### src/rtl/cdsp_pkg.sv
// Shared types and constants of the charger duty sweep and power loop block.
`timescale 1ns / 1ps

package cdsp_pkg;

  localparam int DUTY_W = 7;
  localparam int CFG_W = 16;
  localparam int CFG_IDX_W = 8;

  localparam int PWR_W = 23;
  localparam int PWR_SHIFT = 38;
  localparam logic [28:0] PWR_RECIP = 29'h10624DD3;

  localparam logic [DUTY_W-1:0] DUTY_PING = 7'd10;
  localparam logic [DUTY_W-1:0] SWEEP_FIRST = 7'd20;
  localparam logic [DUTY_W-1:0] SWEEP_LAST = 7'd80;
  localparam logic [DUTY_W-1:0] SWEEP_STEP = 7'd10;
  localparam logic [DUTY_W-1:0] LOOP_MAX = 7'd90;
  localparam logic [DUTY_W-1:0] LOOP_MIN = 7'd10;
  localparam logic [DUTY_W-1:0] LOOP_STEP = 7'd2;
  localparam logic [DUTY_W-1:0] LOOP_RESET = 7'd20;
  localparam logic [DUTY_W-1:0] BEST_RESET = 7'd50;

  localparam logic [39:0] BAND_SCALE = 40'd100;
  localparam logic [39:0] BAND_LOW = 40'd90;
  localparam logic [39:0] BAND_HIGH = 40'd110;

  localparam logic [CFG_W-1:0] PRESENCE_RESET = 16'd50;
  localparam logic [CFG_W-1:0] SETTLE_RESET = 16'd500;
  localparam logic [CFG_W-1:0] DWELL_RESET = 16'd300;
  localparam logic [CFG_W-1:0] PERIOD_RESET = 16'd100;

  localparam logic [CFG_IDX_W-1:0] REG_PRESENCE = 8'd0;
  localparam logic [CFG_IDX_W-1:0] REG_SETTLE = 8'd1;
  localparam logic [CFG_IDX_W-1:0] REG_DWELL = 8'd2;
  localparam logic [CFG_IDX_W-1:0] REG_PERIOD = 8'd3;

  localparam logic OP_TICK = 1'b0;
  localparam logic OP_START = 1'b1;

  typedef enum logic [2:0] {
    PH_IDLE = 3'd0,
    PH_PING = 3'd1,
    PH_IDENT = 3'd2,
    PH_SWEEP = 3'd3,
    PH_XFER = 3'd4
  } phase_t;

  typedef struct packed {
    logic        operation;
    logic [31:0] now_ms;
    logic [15:0] battery_mv;
    logic [15:0] current_ma;
    logic [31:0] measured_power_mw;
  } in_item_t;

  typedef struct packed {
    logic [6:0] pwm_duty;
    logic [2:0] phase;
    logic [6:0] chosen_duty;
  } out_item_t;

  typedef struct packed {
    logic             operation;
    logic [31:0]      now_ms;
    logic [31:0]      measured_power_mw;
    logic [PWR_W-1:0] pwr_bucket;
    logic             below_band;
    logic             above_band;
  } front_item_t;

endpackage

### src/rtl/cdsp_front.sv
// Measurement pipeline that computes sweep power and the transfer band flags.
`timescale 1ns / 1ps

module cdsp_front
  import cdsp_pkg::*;
(
  input  logic        clk,
  input  logic        rst,
  input  logic        in_valid,
  output logic        in_ready,
  input  in_item_t    in_item,
  output logic        f_valid,
  input  logic        f_ready,
  output front_item_t f_item
);

  logic        a_valid;
  in_item_t    a_item;
  logic        b_valid;
  in_item_t    b_item;
  logic [31:0] b_product;
  logic        b_below;
  logic        b_above;
  logic        c_valid;
  front_item_t c_item;

  logic        a_ready;
  logic        b_ready;
  logic        c_ready;
  logic [31:0] product;
  logic [39:0] low_lhs;
  logic [39:0] low_rhs;
  logic [39:0] high_lhs;
  logic [39:0] high_rhs;
  logic [60:0] recip_prod;

  assign c_ready = !c_valid || f_ready;
  assign b_ready = !b_valid || c_ready;
  assign a_ready = !a_valid || b_ready;
  assign in_ready = a_ready;

  assign product = {16'b0, a_item.battery_mv} * {16'b0, a_item.current_ma};
  assign low_lhs = ({8'b0, a_item.measured_power_mw} + 40'd1) * BAND_SCALE;
  assign low_rhs = {24'b0, a_item.battery_mv} * BAND_LOW;
  assign high_lhs = {8'b0, a_item.measured_power_mw} * BAND_SCALE;
  assign high_rhs = {24'b0, a_item.battery_mv} * BAND_HIGH;

  assign recip_prod = {29'b0, b_product} * {32'b0, PWR_RECIP};

  always_ff @(posedge clk) begin
    if (rst) begin
      a_valid <= 1'b0;
      b_valid <= 1'b0;
      c_valid <= 1'b0;
    end else begin
      if (a_ready) begin
        a_valid <= in_valid;
      end
      if (b_ready) begin
        b_valid <= a_valid;
      end
      if (c_ready) begin
        c_valid <= b_valid;
      end
    end
  end

  always_ff @(posedge clk) begin
    if (a_ready && in_valid) begin
      a_item <= in_item;
    end
    if (b_ready && a_valid) begin
      b_item <= a_item;
      b_product <= product;
      b_below <= (low_lhs <= low_rhs);
      b_above <= (high_lhs > high_rhs);
    end
    if (c_ready && b_valid) begin
      c_item.operation <= b_item.operation;
      c_item.now_ms <= b_item.now_ms;
      c_item.measured_power_mw <= b_item.measured_power_mw;
      c_item.pwr_bucket <= recip_prod[PWR_SHIFT +: PWR_W];
      c_item.below_band <= b_below;
      c_item.above_band <= b_above;
    end
  end

  assign f_valid = c_valid;
  assign f_item = c_item;

endmodule

### src/rtl/charger_duty_sweep_and_power_loop_top.sv
// Top level of the charger duty sweep and power loop controller.
`timescale 1ns / 1ps

// The block accepts one input transaction per clock cycle while out_stall does not hold
// the pipeline, and returns exactly one result transaction for each, in order. An input
// accepted into the input register moves on to the register after the 16x16 power
// product, then to the register after the divide-by-1000 reciprocal multiply, and then
// through the state update, which loads the output register. The state update is
// combinational, so consecutive items never wait on one another. Configuration writes
// are always ready; index 0 is the presence threshold, 1 the settle time, 2 the sweep
// dwell and 3 the loop period, and other indexes are ignored. Reset is synchronous.
module charger_duty_sweep_and_power_loop_top
  import cdsp_pkg::*;
(
  input  logic                 clk,
  input  logic                 rst,
  input  logic                 in_valid,
  output logic                 in_stall,
  input  in_item_t             in_item,
  output logic                 out_valid,
  input  logic                 out_stall,
  output out_item_t            out_item,
  input  logic                 cfg_valid,
  output logic                 cfg_ready,
  input  logic [CFG_IDX_W-1:0] cfg_index,
  input  logic [CFG_W-1:0]     cfg_data
);

  logic [CFG_W-1:0] presence_threshold_mw;
  logic [CFG_W-1:0] settle_time_ms;
  logic [CFG_W-1:0] sweep_dwell_ms;
  logic [CFG_W-1:0] loop_period_ms;

  phase_t            phase;
  phase_t            phase_next;
  logic [DUTY_W-1:0] applied_duty;
  logic [DUTY_W-1:0] applied_duty_next;
  logic [DUTY_W-1:0] loop_duty;
  logic [DUTY_W-1:0] loop_duty_next;
  logic [DUTY_W-1:0] best_duty;
  logic [DUTY_W-1:0] best_duty_next;
  logic [DUTY_W-1:0] sweep_duty;
  logic [DUTY_W-1:0] sweep_duty_next;
  logic [PWR_W-1:0]  max_bucket;
  logic [PWR_W-1:0]  max_bucket_next;
  logic [31:0]       stage_stamp;
  logic [31:0]       stage_stamp_next;
  logic [31:0]       loop_stamp;
  logic [31:0]       loop_stamp_next;

  logic              front_ready;
  logic              f_valid;
  front_item_t       f_item;
  logic              out_ready;
  logic              fire;
  logic [31:0]       stage_elapsed;
  logic [31:0]       loop_elapsed;
  logic              settle_done;
  logic              dwell_done;
  logic              period_done;
  logic              present;
  logic              new_max;
  logic [DUTY_W-1:0] best_pick;

  cdsp_front u_front (
    .clk      (clk),
    .rst      (rst),
    .in_valid (in_valid),
    .in_ready (front_ready),
    .in_item  (in_item),
    .f_valid  (f_valid),
    .f_ready  (out_ready),
    .f_item   (f_item)
  );

  assign in_stall = !front_ready;
  assign out_ready = !out_valid || !out_stall;
  assign fire = f_valid && out_ready;
  assign cfg_ready = 1'b1;

  always_ff @(posedge clk) begin
    if (rst) begin
      presence_threshold_mw <= PRESENCE_RESET;
      settle_time_ms <= SETTLE_RESET;
      sweep_dwell_ms <= DWELL_RESET;
      loop_period_ms <= PERIOD_RESET;
    end else if (cfg_valid && cfg_ready) begin
      case (cfg_index)
        REG_PRESENCE: presence_threshold_mw <= cfg_data;
        REG_SETTLE:   settle_time_ms <= cfg_data;
        REG_DWELL:    sweep_dwell_ms <= cfg_data;
        REG_PERIOD:   loop_period_ms <= cfg_data;
        default: ;
      endcase
    end
  end

  assign stage_elapsed = f_item.now_ms - stage_stamp;
  assign loop_elapsed = f_item.now_ms - loop_stamp;
  assign settle_done = stage_elapsed >= {16'b0, settle_time_ms};
  assign dwell_done = stage_elapsed >= {16'b0, sweep_dwell_ms};
  assign period_done = loop_elapsed >= {16'b0, loop_period_ms};
  assign present = f_item.measured_power_mw > {16'b0, presence_threshold_mw};
  assign new_max = f_item.pwr_bucket > max_bucket;
  assign best_pick = new_max ? sweep_duty : best_duty;

  always_comb begin
    phase_next = phase;
    applied_duty_next = applied_duty;
    loop_duty_next = loop_duty;
    best_duty_next = best_duty;
    sweep_duty_next = sweep_duty;
    max_bucket_next = max_bucket;
    stage_stamp_next = stage_stamp;
    loop_stamp_next = loop_stamp;
    if (f_item.operation == OP_START) begin
      phase_next = PH_PING;
      loop_duty_next = LOOP_RESET;
    end else begin
      case (phase)
        PH_IDLE: ;
        PH_PING: begin
          applied_duty_next = DUTY_PING;
          stage_stamp_next = f_item.now_ms;
          phase_next = PH_IDENT;
        end
        PH_IDENT: begin
          if (settle_done) begin
            if (present) begin
              phase_next = PH_SWEEP;
              sweep_duty_next = SWEEP_FIRST;
              max_bucket_next = '0;
              best_duty_next = SWEEP_FIRST;
              applied_duty_next = SWEEP_FIRST;
              stage_stamp_next = f_item.now_ms;
            end else begin
              phase_next = PH_IDLE;
            end
          end
        end
        PH_SWEEP: begin
          if (dwell_done) begin
            if (new_max) begin
              max_bucket_next = f_item.pwr_bucket;
            end
            best_duty_next = best_pick;
            if (sweep_duty >= SWEEP_LAST) begin
              loop_duty_next = best_pick;
              applied_duty_next = best_pick;
              phase_next = PH_XFER;
              loop_stamp_next = f_item.now_ms;
            end else begin
              sweep_duty_next = sweep_duty + SWEEP_STEP;
              applied_duty_next = sweep_duty + SWEEP_STEP;
              stage_stamp_next = f_item.now_ms;
            end
          end
        end
        PH_XFER: begin
          if (period_done) begin
            loop_stamp_next = f_item.now_ms;
            if (f_item.below_band && (loop_duty < LOOP_MAX)) begin
              loop_duty_next = loop_duty + LOOP_STEP;
              applied_duty_next = loop_duty + LOOP_STEP;
            end else if (f_item.above_band && (loop_duty > LOOP_MIN)) begin
              loop_duty_next = loop_duty - LOOP_STEP;
              applied_duty_next = loop_duty - LOOP_STEP;
            end
          end
        end
        default: begin
          phase_next = PH_IDLE;
        end
      endcase
    end
  end

  always_ff @(posedge clk) begin
    if (rst) begin
      phase <= PH_IDLE;
      applied_duty <= '0;
      loop_duty <= LOOP_RESET;
      best_duty <= BEST_RESET;
      sweep_duty <= SWEEP_FIRST;
      max_bucket <= '0;
      stage_stamp <= '0;
      loop_stamp <= '0;
      out_valid <= 1'b0;
    end else begin
      if (fire) begin
        phase <= phase_next;
        applied_duty <= applied_duty_next;
        loop_duty <= loop_duty_next;
        best_duty <= best_duty_next;
        sweep_duty <= sweep_duty_next;
        max_bucket <= max_bucket_next;
        stage_stamp <= stage_stamp_next;
        loop_stamp <= loop_stamp_next;
      end
      if (out_ready) begin
        out_valid <= f_valid;
      end
    end
  end

  always_ff @(posedge clk) begin
    if (fire) begin
      out_item.pwm_duty <= applied_duty_next;
      out_item.phase <= phase_next;
      out_item.chosen_duty <= best_duty_next;
    end
  end

  // Controller state moves only when a transaction passes into the output register.
  a_state_holds: assert property (@(posedge clk) disable iff (rst)
    !fire |=> $stable(phase) && $stable(applied_duty) && $stable(loop_duty))
    else $error("controller state changed without a transaction");

  // The closed loop never drives the duty outside its limits.
  a_loop_range: assert property (@(posedge clk) disable iff (rst)
    phase == PH_XFER |-> (loop_duty >= LOOP_MIN) && (loop_duty <= LOOP_MAX))
    else $error("loop duty left its range during transfer");

  // The sweep only visits duties from the first to the last sweep step.
  a_sweep_range: assert property (@(posedge clk) disable iff (rst)
    phase == PH_SWEEP |-> (sweep_duty >= SWEEP_FIRST) && (sweep_duty <= SWEEP_LAST))
    else $error("sweep duty left its range");

  // The chosen duty is always one that a sweep can produce, or its reset value.
  a_best_range: assert property (@(posedge clk) disable iff (rst)
    (best_duty >= SWEEP_FIRST) && (best_duty <= SWEEP_LAST))
    else $error("chosen duty out of range");

endmodule
### config.mk
export PLATFORM = sky130hd
export DESIGN_NAME = charger_duty_sweep_and_power_loop_top
export DESIGN_NICKNAME = d
export VERILOG_FILES = /design/src/rtl/cdsp_pkg.sv /design/src/rtl/cdsp_front.sv /design/src/rtl/charger_duty_sweep_and_power_loop_top.sv
export SDC_FILE = /design/constraint.sdc
export NUM_CORES = 2
export LEC_CHECK = 0
export ABC_AREA = 1
export BUFFER_PORTS_ARGS = -buffer_cell sky130_fd_sc_hd__buf_4
export CAP_MARGIN = 20
export CORE_MARGIN = 2
export CORE_UTILIZATION = 65
export CTS_CLUSTER_SIZE = 40
export DETAILED_ROUTE_END_ITERATION = 10
export PLACE_DENSITY = 0.84
export SYNTH_ARGS = -nofsm -noshare
export SYNTH_HDL_FRONTEND = slang
export SYNTH_SLANG_ARGS = --single-unit
export TNS_END_PERCENT = 10
### constraint.sdc
create_clock -name clk -period 9.8 [get_ports clk]
set_input_delay 0.49 -clock clk [delete_from_list [all_inputs] [get_ports clk]]
set_output_delay 0.49 -clock clk [all_outputs]
set_load 0.005 [all_outputs]
Word-level counts from Yosys, hierarchy flattened
Index checks and enable logic that the tools add are counted.
{ "op_classes": {"add_sub_neg": 6, "multipliers": 6, "n_lt_le_gt_ge": 10, "n_eq_ne": 18, "n_mux": 47, "bitwise_logic": 1, "reduce_logical": 32} }
{ "ops": {"columns": ["cell", "count"], "rows": [
  ["$mux 32", 7],
  ["$mux 7", 23],
  ["$ge 32x16->1", 3],
  ["$pmux 32 s3", 1],
  ["$mux 23", 4],
  ["$pmux 32 s2", 1],
  ["$sub 32x32->32", 2],
  ["$mul 32x29->61 const B", 1],
  ["$pmux 23 s2", 1],
  ["$mul 16x6->22 const B", 2],
  ["$pmux 7 s2", 3],
  ["$le 40x23->1", 1],
  ["$mul 40x5->38 const B", 1],
  ["$gt 39x23->1", 1],
  ["$mul 32x5->37 const B", 1],
  ["$add 32x1->33 const B", 1],
  ["$gt 32x16->1", 1],
  ["$mul 16x16->32", 1],
  ["$pmux 7 s4", 1],
  ["$gt 23x23->1", 1],
  ["$reduce_and 7->1", 3],
  ["$eq 8x2->1 const B", 2],
  ["$ne 2x2->1 const B", 7],
  ["$mux 3", 4],
  ["other kinds (25)", 47]
]} }
{ "totals": {"reg_bits": 489, "in_bits": 126, "out_inout_bits": 20, "elab_cells": 156} }

Longest topological paths before layout
{ "logic_depth": {"depth_word": 7, "depth_mapped": 34, "mapped_depth_nobuf": 34} }

Cells and area by module
A second synthesis with hierarchy kept.
{ "unflattened": {"cells_unflattened": 8022, "hier_area_um2": 62860.3} }
{ "modules_own_cells": {"columns": ["mod", "n_inst", "cells_per_inst", "area_per_inst_um2", "seq_area_each_um2"], "rows": [
  ["cdsp_front", 1, 5340, 46726.1, 8648.3],
  ["charger_duty_sweep_and_power_loop_top", 1, 2682, 16134.2, 4154.0]
]} }

Worst setup path before layout
OpenSTA, ideal clock, no wires.
{ "synth_path": {"kind": "register -> register", "start": "reg u_front.b_product[20]", "end": "reg u_front.c_item, in the netlist u_front.f_item[23] (data pin)", "setup_ns": 0.265, "arrival_ns": 6.252, "required_ns": 9.535, "path_slack_ns": 3.283, "path_stages_with_launch": 30, "path_buffers": 0, "period_less_slack_ns": 6.517, "path_cell_list": "edfxtp_1 ha_1 fa_1 fa_1 inv_1 fa_1 inv_1 fa_1 inv_1 fa_1 inv_1 fa_1 inv_1 fa_1 inv_1 ha_1 nand2_1 nor2_1 inv_1 nor2_1 and3_1 nand3_1 o211ai_1 a21oi_1 inv_1 nand2_1 nand2_1 inv_1 o21ai_0 xor2_1"} }
{ "synth_between": {"elab_chain_len": 1} }
{ "synth_rtl": {"columns": ["item", "line", "source"], "rows": [
  ["start, declared", "cdsp_front.sv:21", "logic [31:0] b_product;"],
  ["start signal, assigned", "cdsp_front.sv:74", "b_product <= product;"],
  ["$mul 32x29->61", "cdsp_front.sv:48", "assign recip_prod = {29'b0, b_product} * {32'b0, PWR_RECIP};"],
  ["named net u_front.recip_prod[59]", "cdsp_front.sv:35", "logic [60:0] recip_prod;"],
  ["end, declared", "cdsp_front.sv:25", "front_item_t c_item;"]
]} }
The timed path passes the listed nets, and every way through them passes these cells.
A chain may end at the register's enable or synchronous reset.

Worst setup path in the final report
{ "layout_path": {"start": "reg u_front.a_item[56] (netlist bit)", "end": "reg u_front.b_product[31] (data pin)"} }
{ "layout_between": {"elab_chain_len": 1} }
{ "layout_rtl": {"columns": ["item", "line", "source"], "rows": [
  ["start, declared", "cdsp_front.sv:18", "in_item_t a_item;"],
  ["start signal, assigned", "cdsp_front.sv:70", "a_item <= in_item;"],
  ["$mul 16x16->32", "cdsp_front.sv:42", "assign product = {16'b0, a_item.battery_mv} * {16'b0, a_item.current_ma};"],
  ["named net u_front.product[31]", "cdsp_front.sv:30", "logic [31:0] product;"]
]} }
The timed path passes the listed nets, and every way through them passes these cells.

==> flow_metrics.py <==
metrics = {
    "sta": {
        "clock-skew-final_ns": 0.05848,
        "finalCritPeriodShare_pct": 74.07,
        "slew_violations": 0,
        "finalHoldViolations": 0,
        "min_period_ns": 7.259,
        "fin_tns_setup_ns": 0,
        "slew_headroom_pct": 24.01,
        "worstMarginPinSlew_ns": 1.140,
        "rsz0062_at_grt": "false",
        "setup_viol": 0,
        "max_freq_mhz": 137.8,
    },
    "placement": {
        "io_buffers": 144,
        "place.gp.congestion": 0.9900,
        "dpl_cell_area_um2": 62240,
        "dp_hpwl_um": 128700,
    },
    "cts": {
        "insertion_delay_ns": 0.67,
        "h-tree-depth": 2,
        "cts_root_buf": "clkbuf_16",
        "post_cts_buffers": 0,
        "clkTransAtPathRegs_ns": 0.07,
        "clkSinkCount": 488,
        "post_cts_resize_count": 0,
        "numCtsBuffers": 55,
        "cts_tree": "done",
        "clockBufferDepth": 3,
    },
    "layout": {
        "syn_to_final_growth_pct": 7.800,
        "final_cell_area_um2": 64700,
        "layout.nets": 9079,
        "final_core_util_pct": 70.70,
        "nFillCells": 7046,
        "drive_gt1_share_pct": 3.995,
    },
    "worst_hold_path": {
        "hold_path_class": "primary input to flop",
        "whs_endpoint": "u_front.a_item[86]$_DFFE_PP_",
        "hold_depth": 1,
        "min_from": "in_item[86]",
    },
    "grt": {
        "grt_pass1_wl_um": 260000,
        "overflow": 0,
        "antenna_found_initial": 4,
        "grtUsageTotal_pct": 34.81,
        "grt_pass1_vias": 50260,
        "grt_max_degree": 82,
    },
    "drt": {
        "drt-initial-drc-count": 3394,
        "drt_pass1_iterations": 6,
        "wl_per_cell_um": 18.63,
        "num_vias": 48090,
        "ant_nets": 0,
        "drc": 0,
        "post_drt_via_cell_ratio": 5.594,
        "wirelength_um": 160200,
    },
    "setup_path": {
        "crit_fanout": 21,
        "cp.arrival_ns": 7.64,
        "start_kind": "flop",
        "reg2regPathDepth": 21,
        "crit_path_end_kind": "flop",
        "r2r-start": "u_front.a_item[56]$_DFFE_PP_",
        "ff2ff_setup_slack_ns": 2.54,
        "critical_path_class": "flop to flop",
        "worstPathRequired_ns": 10.19,
        "reg2reg_to": "u_front.b_product[31]$_DFFE_PP_",
    },
    "status": {
        "status": "complete, no violations",
    },
    "synthesis": {
        "synth-edff-count": 303,
        "syn_area_um2": 60020,
        "yosys.cell_count.top_type": "inv_1",
        "synthCells": 7209,
        "syn_nets": 8925,
        "ys_ff_latch": 488,
        "synth-main-ff-cell": "edfxtp_1",
        "synth_cell_type_count": 59,
        "netlist_top_cells_area": "fa_1 (20%), ha_1 (20%), edfxtp_1 (15%)",
        "synth_largest_area_cell": "fa_1",
        "synth_top_area_share_pct": 20.48,
        "syn_area_per_cell_um2": 8.326,
        "yosysWarnings": 0,
        "yosysSeqAreaShare_pct": 21.33,
        "synthArstFlopShare_pct": 0,
        "ys_top_cells_by_count": "inv_1 (1809), nand2_1 (1256), ha_1 (976)",
    },
    "die": {
        "die_w_um": 307.9,
        "io_pins": 146,
        "start_util_pct": 65.58,
        "fp.dieH_um": 307.9,
        "num_rows": 111,
        "fp.dieArea_um2": 94790,
        "core_area_um2": 91520,
    },
    "run": {
        "maxCapViolCount": 0,
    },
}
-- how the worst max path moves through the flow --
| stage | cells after the start | start | end |
|---|---|---|---|
| after global placement | 28 | u_front.b_product[8]$_DFFE_PP_ | u_front.f_item[18]$_DFFE_PP_ |
| after floorplan | 29 | u_front.b_product[20]$_DFFE_PP_ | u_front.f_item[23]$_DFFE_PP_ |
| after CTS | 28 | u_front.b_product[8]$_DFFE_PP_ | u_front.f_item[18]$_DFFE_PP_ |
| final | 21 | u_front.a_item[56]$_DFFE_PP_ | u_front.b_product[31]$_DFFE_PP_ |
| after detailed placement | 28 | u_front.b_product[8]$_DFFE_PP_ | u_front.f_item[22]$_DFFE_PP_ |
| after global routing | 29 | u_front.b_product[24]$_DFFE_PP_ | u_front.f_item[23]$_DFFE_PP_ |
-- what timing repair did --
| item | in CTS | in global routing |
|---|---|---|
| endpoints found under the hold margin | 61 | 0 |
| setup endpoints to repair | 0 | 0 |
| hold buffers | 61 | 0 |
-- critical path: stages, from the launching register on --
cell and delay, ns:
edfxtp_1 1.08, nand2_1 0.22, fa_1 0.59, inv_1 0.06
fa_1 0.53, inv_1 0.05, fa_1 0.50, inv_1 0.05
fa_1 0.48, inv_1 0.06, fa_1 0.53, inv_1 0.05
fa_1 0.47, ha_1 0.38, a21oi_1 0.18, o221ai_1 0.15
a21oi_1 0.22, o21ai_0 0.20, a21oi_1 0.40, nor3_1 0.10
nor2_1 0.14, xor2_1 0.57
-- cells by family after synthesis --
family | count (synthesis) | share of synthesized area, %
and+or+nand+nor | 2072 | 14.29
buffers and inverters | 1950 | 12.28
adders and majority gates | 1590 | 40.82
AOI/OAI and AO/OA | 895 | 8.161
DFF | 488 | 21.33
xor gates and xnor gates | 213 | 3.108
other | 1 | 0.006248
-- state kept, by name (all words and copies together) (netlist names), 6 cells and up --
register	cells
loop_period_ms	16
max_bucket	23
u_front.b_item	65
out_item	17
u_front.f_item	90
presence_threshold_mw	16
u_front.b_product	32
best_duty	7
u_front.a_item	97
loop_duty	7
loop_stamp	32
settle_time_ms	16
sweep_dwell_ms	16
applied_duty	7
stage_stamp	32
sweep_duty	6
-- per-stage QoR --
stage / hold slack [ns] / worst slack, ns / std cells
detailed placement: 0.4045 / 2.678 / 8431
global placement: 0.4003 / 2.695 / 8431
floorplan: 0.4003 / 3.283 / 7209
CTS: 0.002035 / 2.709 / 8595
finish: 0.03004 / 2.541 / 8597
global route: 0.008617 / 2.253 / 8595
-- placed cells by master, fill, tap and decap left out, drive strengths merged, types with 2 or more instances in the layout --
cell type    count
o21a             8
a21boi          11
buf            166
clkinv          16
edfxtp         303
o21ai          298
nor3            49
a21oi          423
o211ai          34
a211oi          17
a31oi           30
diode            2
xnor2           59
and3             5
a21o            24
inv           1826
nor3b            7
a221oi           2
dlygate4sd3     61
a31o             2
nand4           59
o21bai          23
o31ai            5
fa             614
bufinv           3
ha             976
clkinvlp         2
or4              2
clkbuf          76
dfxtp          185
o221ai           9
nand3b          17
and2             3
nor4            51
nand2         1261
nand3          182
xor2           154
or2             10
nor2           423
o22ai            4
-- layer usage --
layer / routed length, um / part of all wire (%) / GRT usage, %
met5: 8 / 0.0050 / 0
met4: 7109 / 4.4 / 13.93
met3: 11770 / 7.3 / 5.133
met2: 75850 / 47 / 59.11
met1: 65440 / 41 / 44.82
-- layout make-up --
class / instances / area (um^2) / area share (%)
sequential: 488 / 12800 / 19.79
inverter: 1820 / 6834 / 10.56
clock inverter: 27 / 269.0 / 0.4157
multi-input combinational: 4771 / 39870 / 61.62
clock buffer: 76 / 1582 / 2.444
tap: 1186 / 1484 / 2.293
antenna: 2 / 5.005 / 0.007735
timing repair buffer: 227 / 1857 / 2.870
Power is not shown: default switching activity piles up to over one toggle a cycle in this logic, so the estimate is an artifact.
